--- config.mk ---
export PLATFORM = sky130hd
export DESIGN_NAME = rc_switch_mode_button_decoder
export DESIGN_NICKNAME = d
export VERILOG_FILES = /design/src/rtl/rcsw_pkg.sv /design/src/rtl/rcsw_cell.sv /design/src/rtl/rcsw_avg_div.sv /design/src/rtl/rc_switch_mode_button_decoder.sv
export VERILOG_INCLUDE_DIRS = /design/src /design/src/rtl
export SDC_FILE = /design/constraint.sdc
export NUM_CORES = 2
export LEC_CHECK = 0
export BUFFER_PORTS_ARGS = -buffer_cell sky130_fd_sc_hd__buf_2
export CAP_MARGIN = 20
export CELL_PAD_IN_SITES_DETAIL_PLACEMENT = 0
export CELL_PAD_IN_SITES_GLOBAL_PLACEMENT = 2
export CORE_MARGIN = 2
export CORE_UTILIZATION = 43
export CTS_BUF_LIST = sky130_fd_sc_hd__clkbuf_4 sky130_fd_sc_hd__clkbuf_8 sky130_fd_sc_hd__clkbuf_16
export DETAILED_ROUTE_END_ITERATION = 8
export GPL_TIMING_DRIVEN = 0
export PLACE_DENSITY_LB_ADDON = 0.1
export SLEW_MARGIN = 20
export SYNTH_ARGS = -nofsm -noshare
export SYNTH_HDL_FRONTEND = slang
export SYNTH_SLANG_ARGS = --single-unit
--- constraint.sdc ---
create_clock -name i_clk -period 8.15 [get_ports i_clk]
set_input_delay 1.2225 -clock i_clk [delete_from_list [all_inputs] [get_ports i_clk]]
set_output_delay 1.2225 -clock i_clk [all_outputs]
set_load 0.005 [all_outputs]
--- src/rtl/assert_macros.svh ---
// assertion macros for the rtl modules, included by the top-level decoder
`ifndef ASSERT_MACROS_SVH
`define ASSERT_MACROS_SVH
`ifndef SYNTHESIS
`define RCSW_ASSERT(label, expr, msg) \
    label: assert property (@(posedge i_clk) disable iff (!i_rst_n) (expr)) \
        else $error(msg);
`define RCSW_ASSERT_NEXT(label, pre, post, msg) \
    label: assert property (@(posedge i_clk) disable iff (!i_rst_n) (pre) |=> (post)) \
        else $error(msg);
`else
`define RCSW_ASSERT(label, expr, msg)
`define RCSW_ASSERT_NEXT(label, pre, post, msg)
`endif
`endif

--- src/rtl/rcsw_pkg.sv ---
// shared types and constants of the rc switch mode button decoder
package rcsw_pkg;

    localparam int CHAN_W = 11;
    localparam int MODE_W = 4;
    localparam int BTN_W  = 9;
    localparam int CFG_IDX_W = 2;

    localparam logic [CFG_IDX_W-1:0] REG_MAJORITY  = 2'd0;
    localparam logic [CFG_IDX_W-1:0] REG_DOWN_BELOW = 2'd1;
    localparam logic [CFG_IDX_W-1:0] REG_UP_ABOVE   = 2'd2;

    localparam logic [CHAN_W-1:0] MAJORITY_RST  = 11'd1075;
    localparam logic [CHAN_W-1:0] DOWN_BELOW_RST = 11'd583;
    localparam logic [CHAN_W-1:0] UP_ABOVE_RST   = 11'd1315;

    typedef enum logic [1:0] {
        POS_DOWN = 2'd0,
        POS_MID  = 2'd1,
        POS_UP   = 2'd2
    } t_pos;

    // one history slot: the three averaged channels
    typedef struct packed {
        logic [CHAN_W-1:0] left;
        logic [CHAN_W-1:0] right;
        logic [CHAN_W-1:0] sel;
    } t_sample;

    typedef struct packed {
        logic [MODE_W-1:0] mode_index;
        logic [BTN_W-1:0]  mode_buttons;
        logic              left_pressed;
        logic              right_pressed;
        logic              indicator_on;
        logic [CHAN_W-1:0] select_average;
    } t_result;

endpackage

--- src/rtl/rcsw_cell.sv ---
// one slot of the history chain, shifts its sample to the next slot on each transfer
module rcsw_cell (
    input  logic              i_clk,
    input  logic              i_rst_n,
    input  logic              i_shift,
    input  rcsw_pkg::t_sample i_sample,
    output rcsw_pkg::t_sample o_sample
);

    rcsw_pkg::t_sample r_sample;

    always_ff @(posedge i_clk) begin
        if (!i_rst_n) begin
            r_sample <= '0;
        end else if (i_shift) begin
            r_sample <= i_sample;
        end
    end

    assign o_sample = r_sample;

endmodule

--- src/rtl/rcsw_avg_div.sv ---
// two-stage divide of a window sum by the window depth via reciprocal multiply
module rcsw_avg_div #(
    parameter int WINDOW_DEPTH = 10,
    localparam int SUM_W = rcsw_pkg::CHAN_W + $clog2(WINDOW_DEPTH)
) (
    input  logic                        i_clk,
    input  logic                        i_en,
    input  logic [SUM_W-1:0]            i_sum,
    output logic [rcsw_pkg::CHAN_W-1:0] o_avg
);

    localparam logic [SUM_W-1:0] RECIP   = SUM_W'((2 ** SUM_W) / WINDOW_DEPTH);
    localparam logic [SUM_W-1:0] DIVISOR = SUM_W'(WINDOW_DEPTH);

    logic [2*SUM_W-1:0]          n_prod;
    logic [2*SUM_W-1:0]          r_prod;
    logic [SUM_W-1:0]            r_sum;
    logic [SUM_W-1:0]            q_est;
    logic [SUM_W-1:0]            q_times_d;
    logic [SUM_W-1:0]            rem;
    logic [SUM_W-1:0]            q_fix;
    logic [rcsw_pkg::CHAN_W-1:0] r_avg;

    assign n_prod = {{SUM_W{1'b0}}, i_sum} * {{SUM_W{1'b0}}, RECIP};

    // floor reciprocal leaves the estimate at most one below the quotient
    assign q_est     = r_prod[2*SUM_W-1:SUM_W];
    assign q_times_d = q_est * DIVISOR;
    assign rem       = r_sum - q_times_d;
    assign q_fix     = (rem >= DIVISOR) ? q_est + SUM_W'(1) : q_est;

    always_ff @(posedge i_clk) begin
        if (i_en) begin
            r_prod <= n_prod;
            r_sum  <= i_sum;
            r_avg  <= q_fix[rcsw_pkg::CHAN_W-1:0];
        end
    end

    assign o_avg = r_avg;

endmodule

--- src/rtl/rc_switch_mode_button_decoder.sv ---
// top level: history chain, running sums, averaging pipeline, mode latch and output skid
// Takes one frame of five channel values per cycle unless held off, and gives one result per frame, in order.
// The three averaged channels shift through a chain of WINDOW_DEPTH cells that start cleared,
// with a running sum per channel updated on each input transfer. Each frame then moves through
// registers in order: the running sum is taken at the transfer itself, the reciprocal
// multiply and remainder correction divide by the window depth, and the classification,
// mode latch and output register come last.
// Throughput is one frame per cycle; a stalled output fills a one-entry skid register and
// only then holds off the input.
// Configuration writes are taken in any cycle and should only be issued while the block is idle.
module rc_switch_mode_button_decoder #(
    parameter int WINDOW_DEPTH = 10
) (
    input  logic                                i_clk,
    input  logic                                i_rst_n,
    input  logic                                i_cfg_valid,
    output logic                                o_cfg_ready,
    input  logic [rcsw_pkg::CFG_IDX_W-1:0]      i_cfg_index,
    input  logic [rcsw_pkg::CHAN_W-1:0]         i_cfg_data,
    input  logic                                i_valid,
    output logic                                o_ready,
    input  logic [rcsw_pkg::CHAN_W-1:0]         i_left_switch_value,
    input  logic [rcsw_pkg::CHAN_W-1:0]         i_right_switch_value,
    input  logic [rcsw_pkg::CHAN_W-1:0]         i_select_value,
    input  logic [rcsw_pkg::CHAN_W-1:0]         i_left_button_value,
    input  logic [rcsw_pkg::CHAN_W-1:0]         i_right_button_value,
    output logic                                o_valid,
    input  logic                                i_ready,
    output logic [rcsw_pkg::MODE_W-1:0]         o_mode_index,
    output logic [rcsw_pkg::BTN_W-1:0]          o_mode_buttons,
    output logic                                o_left_pressed,
    output logic                                o_right_pressed,
    output logic                                o_indicator_on,
    output logic [rcsw_pkg::CHAN_W-1:0]         o_select_average
);

    `include "assert_macros.svh"

    localparam int SUM_W = rcsw_pkg::CHAN_W + $clog2(WINDOW_DEPTH);

    // configuration registers
    logic [rcsw_pkg::CHAN_W-1:0] r_majority;
    logic [rcsw_pkg::CHAN_W-1:0] r_down_below;
    logic [rcsw_pkg::CHAN_W-1:0] r_up_above;

    always_ff @(posedge i_clk) begin
        if (!i_rst_n) begin
            r_majority   <= rcsw_pkg::MAJORITY_RST;
            r_down_below <= rcsw_pkg::DOWN_BELOW_RST;
            r_up_above   <= rcsw_pkg::UP_ABOVE_RST;
        end else if (i_cfg_valid) begin
            unique case (i_cfg_index)
                rcsw_pkg::REG_MAJORITY:   r_majority   <= i_cfg_data;
                rcsw_pkg::REG_DOWN_BELOW: r_down_below <= i_cfg_data;
                rcsw_pkg::REG_UP_ABOVE:   r_up_above   <= i_cfg_data;
                default: ;
            endcase
        end
    end

    assign o_cfg_ready = 1'b1;

    // pipeline control
    logic en;
    logic in_xfer;
    logic push;
    logic pop;
    logic r_v1;
    logic r_v2;
    logic r_v3;
    logic r_out_valid;
    logic r_skid_full;

    assign en      = !r_skid_full;
    assign o_ready = en;
    assign in_xfer = i_valid && en;
    assign push    = en && r_v3;
    assign pop     = r_out_valid && i_ready;

    // history chain
    rcsw_pkg::t_sample chain [0:WINDOW_DEPTH];

    assign chain[0] = '{left: i_left_switch_value, right: i_right_switch_value,
                        sel: i_select_value};

    for (genvar g = 0; g < WINDOW_DEPTH; g++) begin : g_cell
        rcsw_cell u_cell (
            .i_clk    (i_clk),
            .i_rst_n  (i_rst_n),
            .i_shift  (in_xfer),
            .i_sample (chain[g]),
            .o_sample (chain[g+1])
        );
    end

    // running window sums: add the new sample, drop the one leaving the chain
    logic [SUM_W-1:0] r_sum_l;
    logic [SUM_W-1:0] r_sum_r;
    logic [SUM_W-1:0] r_sum_s;
    logic [SUM_W-1:0] n_sum_l;
    logic [SUM_W-1:0] n_sum_r;
    logic [SUM_W-1:0] n_sum_s;

    assign n_sum_l = r_sum_l + SUM_W'(i_left_switch_value) - SUM_W'(chain[WINDOW_DEPTH].left);
    assign n_sum_r = r_sum_r + SUM_W'(i_right_switch_value) - SUM_W'(chain[WINDOW_DEPTH].right);
    assign n_sum_s = r_sum_s + SUM_W'(i_select_value) - SUM_W'(chain[WINDOW_DEPTH].sel);

    logic [2:0] r_lp;
    logic [2:0] r_rp;

    always_ff @(posedge i_clk) begin
        if (!i_rst_n) begin
            r_sum_l <= '0;
            r_sum_r <= '0;
            r_sum_s <= '0;
            r_v1    <= 1'b0;
            r_v2    <= 1'b0;
            r_v3    <= 1'b0;
        end else if (en) begin
            if (in_xfer) begin
                r_sum_l <= n_sum_l;
                r_sum_r <= n_sum_r;
                r_sum_s <= n_sum_s;
            end
            r_v1 <= in_xfer;
            r_v2 <= r_v1;
            r_v3 <= r_v2;
        end
    end

    // button compares travel alongside the divide
    always_ff @(posedge i_clk) begin
        if (en) begin
            r_lp <= {r_lp[1:0], i_left_button_value > r_majority};
            r_rp <= {r_rp[1:0], i_right_button_value > r_majority};
        end
    end

    logic [rcsw_pkg::CHAN_W-1:0] avg_l;
    logic [rcsw_pkg::CHAN_W-1:0] avg_r;
    logic [rcsw_pkg::CHAN_W-1:0] avg_s;

    rcsw_avg_div #(.WINDOW_DEPTH(WINDOW_DEPTH)) u_div_l (
        .i_clk (i_clk), .i_en (en), .i_sum (r_sum_l), .o_avg (avg_l)
    );
    rcsw_avg_div #(.WINDOW_DEPTH(WINDOW_DEPTH)) u_div_r (
        .i_clk (i_clk), .i_en (en), .i_sum (r_sum_r), .o_avg (avg_r)
    );
    rcsw_avg_div #(.WINDOW_DEPTH(WINDOW_DEPTH)) u_div_s (
        .i_clk (i_clk), .i_en (en), .i_sum (r_sum_s), .o_avg (avg_s)
    );

    // down test wins over up test when thresholds overlap
    function automatic rcsw_pkg::t_pos classify(
        input logic [rcsw_pkg::CHAN_W-1:0] avg,
        input logic [rcsw_pkg::CHAN_W-1:0] down_below,
        input logic [rcsw_pkg::CHAN_W-1:0] up_above
    );
        rcsw_pkg::t_pos pos;
        priority if (avg < down_below) begin
            pos = rcsw_pkg::POS_DOWN;
        end else if (avg > up_above) begin
            pos = rcsw_pkg::POS_UP;
        end else begin
            pos = rcsw_pkg::POS_MID;
        end
        return pos;
    endfunction

    rcsw_pkg::t_pos                pos_l;
    rcsw_pkg::t_pos                pos_r;
    logic [rcsw_pkg::MODE_W-1:0]   mode;
    logic [rcsw_pkg::BTN_W-1:0]    r_latched;
    logic [rcsw_pkg::BTN_W-1:0]    n_latched;
    rcsw_pkg::t_result             result;

    assign pos_l = classify(avg_l, r_down_below, r_up_above);
    assign pos_r = classify(avg_r, r_down_below, r_up_above);
    assign mode  = ({2'b00, pos_l} << 1) + {2'b00, pos_l} + {2'b00, pos_r};

    always_comb begin
        n_latched       = r_latched;
        n_latched[mode] = avg_s > r_majority;
    end

    assign result = '{mode_index: mode, mode_buttons: n_latched,
                      left_pressed: r_lp[2], right_pressed: r_rp[2],
                      indicator_on: r_lp[2] | r_rp[2], select_average: avg_s};

    always_ff @(posedge i_clk) begin
        if (!i_rst_n) begin
            r_latched <= '0;
        end else if (push) begin
            r_latched <= n_latched;
        end
    end

    // output register with one skid entry
    rcsw_pkg::t_result r_out;
    rcsw_pkg::t_result r_skid;

    always_ff @(posedge i_clk) begin
        if (!i_rst_n) begin
            r_out_valid <= 1'b0;
            r_skid_full <= 1'b0;
        end else if (push) begin
            if (!r_out_valid || pop) begin
                r_out_valid <= 1'b1;
            end else begin
                r_skid_full <= 1'b1;
            end
        end else if (pop) begin
            if (r_skid_full) begin
                r_skid_full <= 1'b0;
            end else begin
                r_out_valid <= 1'b0;
            end
        end
    end

    always_ff @(posedge i_clk) begin
        if (push) begin
            if (!r_out_valid || pop) begin
                r_out <= result;
            end else begin
                r_skid <= result;
            end
        end else if (pop && r_skid_full) begin
            r_out <= r_skid;
        end
    end

    assign o_valid          = r_out_valid;
    assign o_mode_index     = r_out.mode_index;
    assign o_mode_buttons   = r_out.mode_buttons;
    assign o_left_pressed   = r_out.left_pressed;
    assign o_right_pressed  = r_out.right_pressed;
    assign o_indicator_on   = r_out.indicator_on;
    assign o_select_average = r_out.select_average;

    `RCSW_ASSERT(a_skid_needs_out, !r_skid_full || r_out_valid, "skid full with empty output")
    `RCSW_ASSERT(a_mode_range, !r_out_valid || (r_out.mode_index <= 4'd8), "mode index out of range")
    `RCSW_ASSERT_NEXT(a_latch_hold, !push, $stable(r_latched), "mode latch moved without a result")
    `RCSW_ASSERT_NEXT(a_drain, pop && !push && !r_skid_full, !r_out_valid, "output not drained")

endmodule
# == Yosys cells after proc, flatten, opt, wreduce, memory -nomap -nowiden ==
# Index checks and enable logic that the tools add are counted.
# Widths: inputs -> output; s select.
# word_totals
reg_bits,635
in_bits,73
out_inout_bits,30
elab_cells,144
# classes
addsub,14
n_mul,6
order_cmp,12
eq_ne,5
muxes,20
bitwise,3
reduce_logical,19
# ops
op,n
$mux 27,3
$mul 15x10->25 const B,3
$gt 11x11->1,5
$add 15x11->15,3
$ge 15x4->1 const B,3
$sub 15x11->15,3
$sub 15x15->15,3
$mul 12x3->14 const B,3
$add 11x1->11 const B,3
$mux 11,3
$lt 11x11->1,2
$reduce_and 2->1,7
$bwmux 9,1
$mux 1,8
$mux 2,4
$logic_and 1x1->1,5
$lt 4x5->1 const B,1
$add 3x2->4,1
$add 4x2->4,1
$demux 1 s4,1
$ge 4x1->1 const B,1
$ne 2x2->1 const B,2
$reduce_bool 2->1,2
$reduce_and 3->1,1
8 further kinds,10

# == Logic depth before layout (Yosys ltp) ==
# logic_depth
ltp_word,12
ltp_mapped,21
mapped_depth_nobuf,21

# == Modules after synthesis ==
# A second synthesis with hierarchy kept.
# unflattened
hier_cells,3749
area_unflattened_um2,38453.1
# by_module_without_submodules
mod,instances,cells_per_inst,area_each_um2,seq_area_each_um2
rcsw_cell,10,106,1280.0,660.6
rc_switch_mode_button_decoder,1,1216,10430.0,3643.5
rcsw_avg_div at u_div_s,1,492,5121.2,1111.1
rcsw_avg_div at u_div_r,1,486,5052.3,1111.1
rcsw_avg_div at u_div_l,1,495,5049.8,1111.1

# == Worst setup path before layout ==
# OpenSTA, ideal clock, no wires.
# synth_timing
kind,register to register
start,register r_sum_l[1]
end,"register u_div_l.r_prod[26], data pin"
setup_ns,0.260
arrival_time_ns,4.923
required_ns,7.890
setup_slack_ns,2.967
path_stages_with_launch,20
n_path_buf,0
period_less_slack_ns,5.183
cell_sequence,dfxtp_1 ha_1 inv_1 fa_1 inv_1 fa_1 fa_1 inv_1 fa_1 inv_1 ha_1 a21oi_1 o21ai_0 a31oi_1 o31ai_1 o41a_1 a41o_1 o41a_1 a21oi_1 xnor2_1
# synth_between
elab_chain_len,1
# synth_lines
element,line_no,rtl
start: declaration,rc_switch_mode_button_decoder.sv:97,logic [SUM_W-1:0] r_sum_l;
start signal: assignment,rc_switch_mode_button_decoder.sv:121,r_sum_l <= n_sum_l;
$mul 15x10->25,rcsw_avg_div.sv:24,"assign n_prod = {{SUM_W{1'b0}}, i_sum} * {{SUM_W{1'b0}}, RECIP};"
via u_div_l.n_prod[26],rcsw_avg_div.sv:15,logic [2*SUM_W-1:0] n_prod;
end signal: assignment,rcsw_avg_div.sv:34,r_prod <= n_prod;
end: declaration,rcsw_avg_div.sv:16,logic [2*SUM_W-1:0] r_prod;
# The timed path passes the listed nets, and every way through them passes these cells.
# A chain may end at the register's enable or synchronous reset.

# == Final worst setup path ==
# layout_timing
start,register r_sum_l[2]
end,"register u_div_l.r_prod[26], data pin"
# The elaborated chain is that of the path after synthesis.

==> run metrics <==
Critical-path top delay cell=fa_1; Synth Register Bits=approximately 600; PortBufs=100; Netlist Area Pre-Place=36500 sq um; die area=87100 sq um; Fmax=0.171 GHz; layout cells sized above 1=5.77%; Synth Warn #=0; Remaining DRCs=0; wire per inst=17.1 microns; htree depth=3; Filler Cell Count=8409; post-synth cell types=80; clk slew on worst S/H paths=0.06 ns; setup bufs post-CTS=0; Ant. Diodes=0; Main synth FF type=dfxtp_1; die height=~300 microns; combinational fraction of design power=57.5%; Root Driver=clkbuf_16; initial DRC count=approximately 1000; Slew headroom=between 20% and 30%; slew at the pin with the worst max-slew slack=1.06 ns; Hold WC Path Type=reg2reg; async set or reset register ratio after synthesis=0%; CTS Buffer Depth=3; antenna violations before repair=1; net count after synthesis=4788; MaxCap Viol Count=0; Multi-input gate area=20500 sq um; Syn Inst Count=roughly 4100; Sequential Area=13600 sq um; Ports=103; critical setup path kind=reg2reg; P_leak=18.0 nW; clock power share=about 18%; WP data required=between 8 and 9 ns; vias in the first global route=27100; final WL=93200 microns; sw power=7.50 mW; unrepaired setup endpoints after global routing=no; CTS Hold Bufs=0; Setup TNS=0 ns; GP Congestion=0.822; DRT antenna net count=0; first-pass GRT wire length=149000 microns; largest net degree at the start of global routing=between 70 and 80; CTS Buf Count=between 70 and 80; Die Wd=295 microns; final period utilization=a little under three quarters; Flop pwr share=24.1%; Design Power=17.4 mW; Initial Utilization=43.5%; Net Sw Frac=43.2%; Slew Limit Fails=0; critical path, cell by cell=ha_1 > inv_1 > fa_1 > inv_1 > fa_1 > fa_1 > inv_1 > fa_1 > inv_1 > ha_1 > a21oi_1 > o21ai_0 > a31oi_1 > o31ai_1 > o41a_1 > a41o_1 > o41a_1 > a21oi_1 > xnor2_1; # setup viols final=0; Clock Skew=0.0568 ns; GRT Total Usage=21.9%; P_int=~9.9 mW; most frequent cells in the layout=nand2_1 (896), a21oi_1 (498), inv_1 (486); EDFF count, synth=about 170; Vias=26800; status=completed; PwrDens=425 nW/um^2; row cnt=106; worst vdd ir=0.249 mV; largest stage delay on the critical path=0.56 ns; TritonRoute pass-1 iters=5; post_cts resized=0; Final nets=4964; Period minus WS final=5.86 ns; Worst EP arrival=6.18 ns; CP Max Fanout=5; Synth Area per Inst=8.93 sq um; sequential fraction of the synthesis area=37.2%; CP endpoint kind=flip-flop; post-route cell area=40900 sq um; final count of hold timing violations=0; post-placement cell area=38500 sq um; Area growth syn-to-layout=12.0%; startpoint class of the critical path=flip-flop; vias per cell=between 4 and 5; CTS tree=built; core outline area=83800 sq um; grt ovf=0; DP HPWL=74500 microns; commonest non-fill, non-tap cell in the layout=nand2_1; clock sink count=593; later-pin clock latency in the skew report=0.63 ns
[cell families (layout without fill, tap and decap cells)]
family          Yosys count  after routing  synth area share, %
simple gates           1270           1270                 14.8
buf+inv                 640            868                 6.62
xor+xnor                129            129                 3.10
fa+ha+maj               631            631                 25.0
other cells               1              1               0.0103
flops                   593            593                 37.2
mux                      11             11                0.312
compound gates          809            809                 13.0
[final cells by class]
type | instances | area share (%)
plain buffers | 152 | 1.43
clock inverters | 32 | 0.842
repair buffers | 102 | 1.36
inverters | 488 | 4.50
clock buffers | 94 | 5.03
flip-flops and latches | 593 | 33.2
multi-input cells | 2851 | 50.1
well taps | 1134 | 3.47
[flip-flops by register name, indices dropped and copies added, names as in the netlist, 12 cells and up]
name and count:
g_cell.u_cell.o_sample 330, r_skid 27, r_sum_l 15, r_sum_r 15
r_sum_s 15, u_div_l.r_prod 12, u_div_l.r_sum 14, u_div_r.r_prod 12
u_div_r.r_sum 14, u_div_s.r_prod 12, u_div_s.r_sum 14
[cell usage after synthesis, types with 35 or more instances]
master,count,area [sq um]
o21a_1,39,293
a21o_1,38,285
nand3_1,52,260
dfxtp_1,422,8450
inv_1,487,1830
edfxtp_1,171,5130
xnor2_1,94,823
nand2_1,896,3360
clkbuf_1,135,507
fa_1,161,3220
ha_1,470,5880
o21ai_0,72,360
xor2_1,35,307
nand4_1,38,238
a21oi_1,499,2500
nor2_1,113,424
[worst max-delay path: cells and delay by family, from the launching register on]
kind	cells	cell delay (ns)
AO/OA/AOI/OAI	8	2.01
XOR/XNOR	1	0.08
adder cells (fa/ha/maj)	6	2.80
buffers and inverters	4	0.24
flip-flops	1	0.42
[path summary, 6_finish.rpt]
| check | end | slack [ns] | from | cells past startpoint |
|---|---|---|---|---|
| max | u_div_l.r_prod[26]$_DFFE_PN_ | 2.29 | r_sum_l[2]$_SDFFE_PN0P_ | 19 |
| min | r_lp[1]$_DFFE_PN_ | 0.44 | r_lp[0]$_DFFE_PN_ | 0 |
| max reg2reg | u_div_l.r_prod[26]$_DFFE_PN_ | 2.29 | r_sum_l[2]$_SDFFE_PN0P_ | 19 |
| min reg2reg | r_lp[1]$_DFFE_PN_ | 0.44 | r_lp[0]$_DFFE_PN_ | 0 |
[power groups by stage]
| stage | Sequential [mW] | Clock (mW) | Combinational [mW] |
|---|---|---|---|
| final | 4.19 | 3.18 | 9.99 |
| after global routing | 4.24 | 3.38 | 11.7 |
| after CTS | 4.20 | 3.28 | 10.1 |
| after detailed placement | 4.26 | 0 | 10.0 |
| after global placement | 4.26 | 0 | 9.99 |
| after floorplan | 3.98 | 0 | 7.96 |
[layer usage]
| layer | part of all wire [%] | up-vias | track usage [%] |
|---|---|---|---|
| li1 | - | 14100 | - |
| met1 | 46 | 12400 | 27.8 |
| met2 | 49 | 263 | 39.3 |
| met3 | 2.2 | 121 | 2.21 |
| met4 | 2.7 | 0 | 6.25 |
| met5 | 0 | - | 0 |
[metrics by stage]
stage / util, % / instances / hold WS [ns] / setup WS [ns]
after global placement: 45.8 / 5318 / 0.409 / 0.613
after CTS: 48.7 / 5446 / 0.440 / 2.25
final: 48.7 / 5446 / 0.435 / 2.29
after global routing: 48.7 / 5446 / 0.441 / 1.94
after floorplan: - / 4084 / 0.400 / 2.97
after detailed placement: 45.9 / 5320 / 0.414 / 2.32
Power figures use the tool's default switching activity.
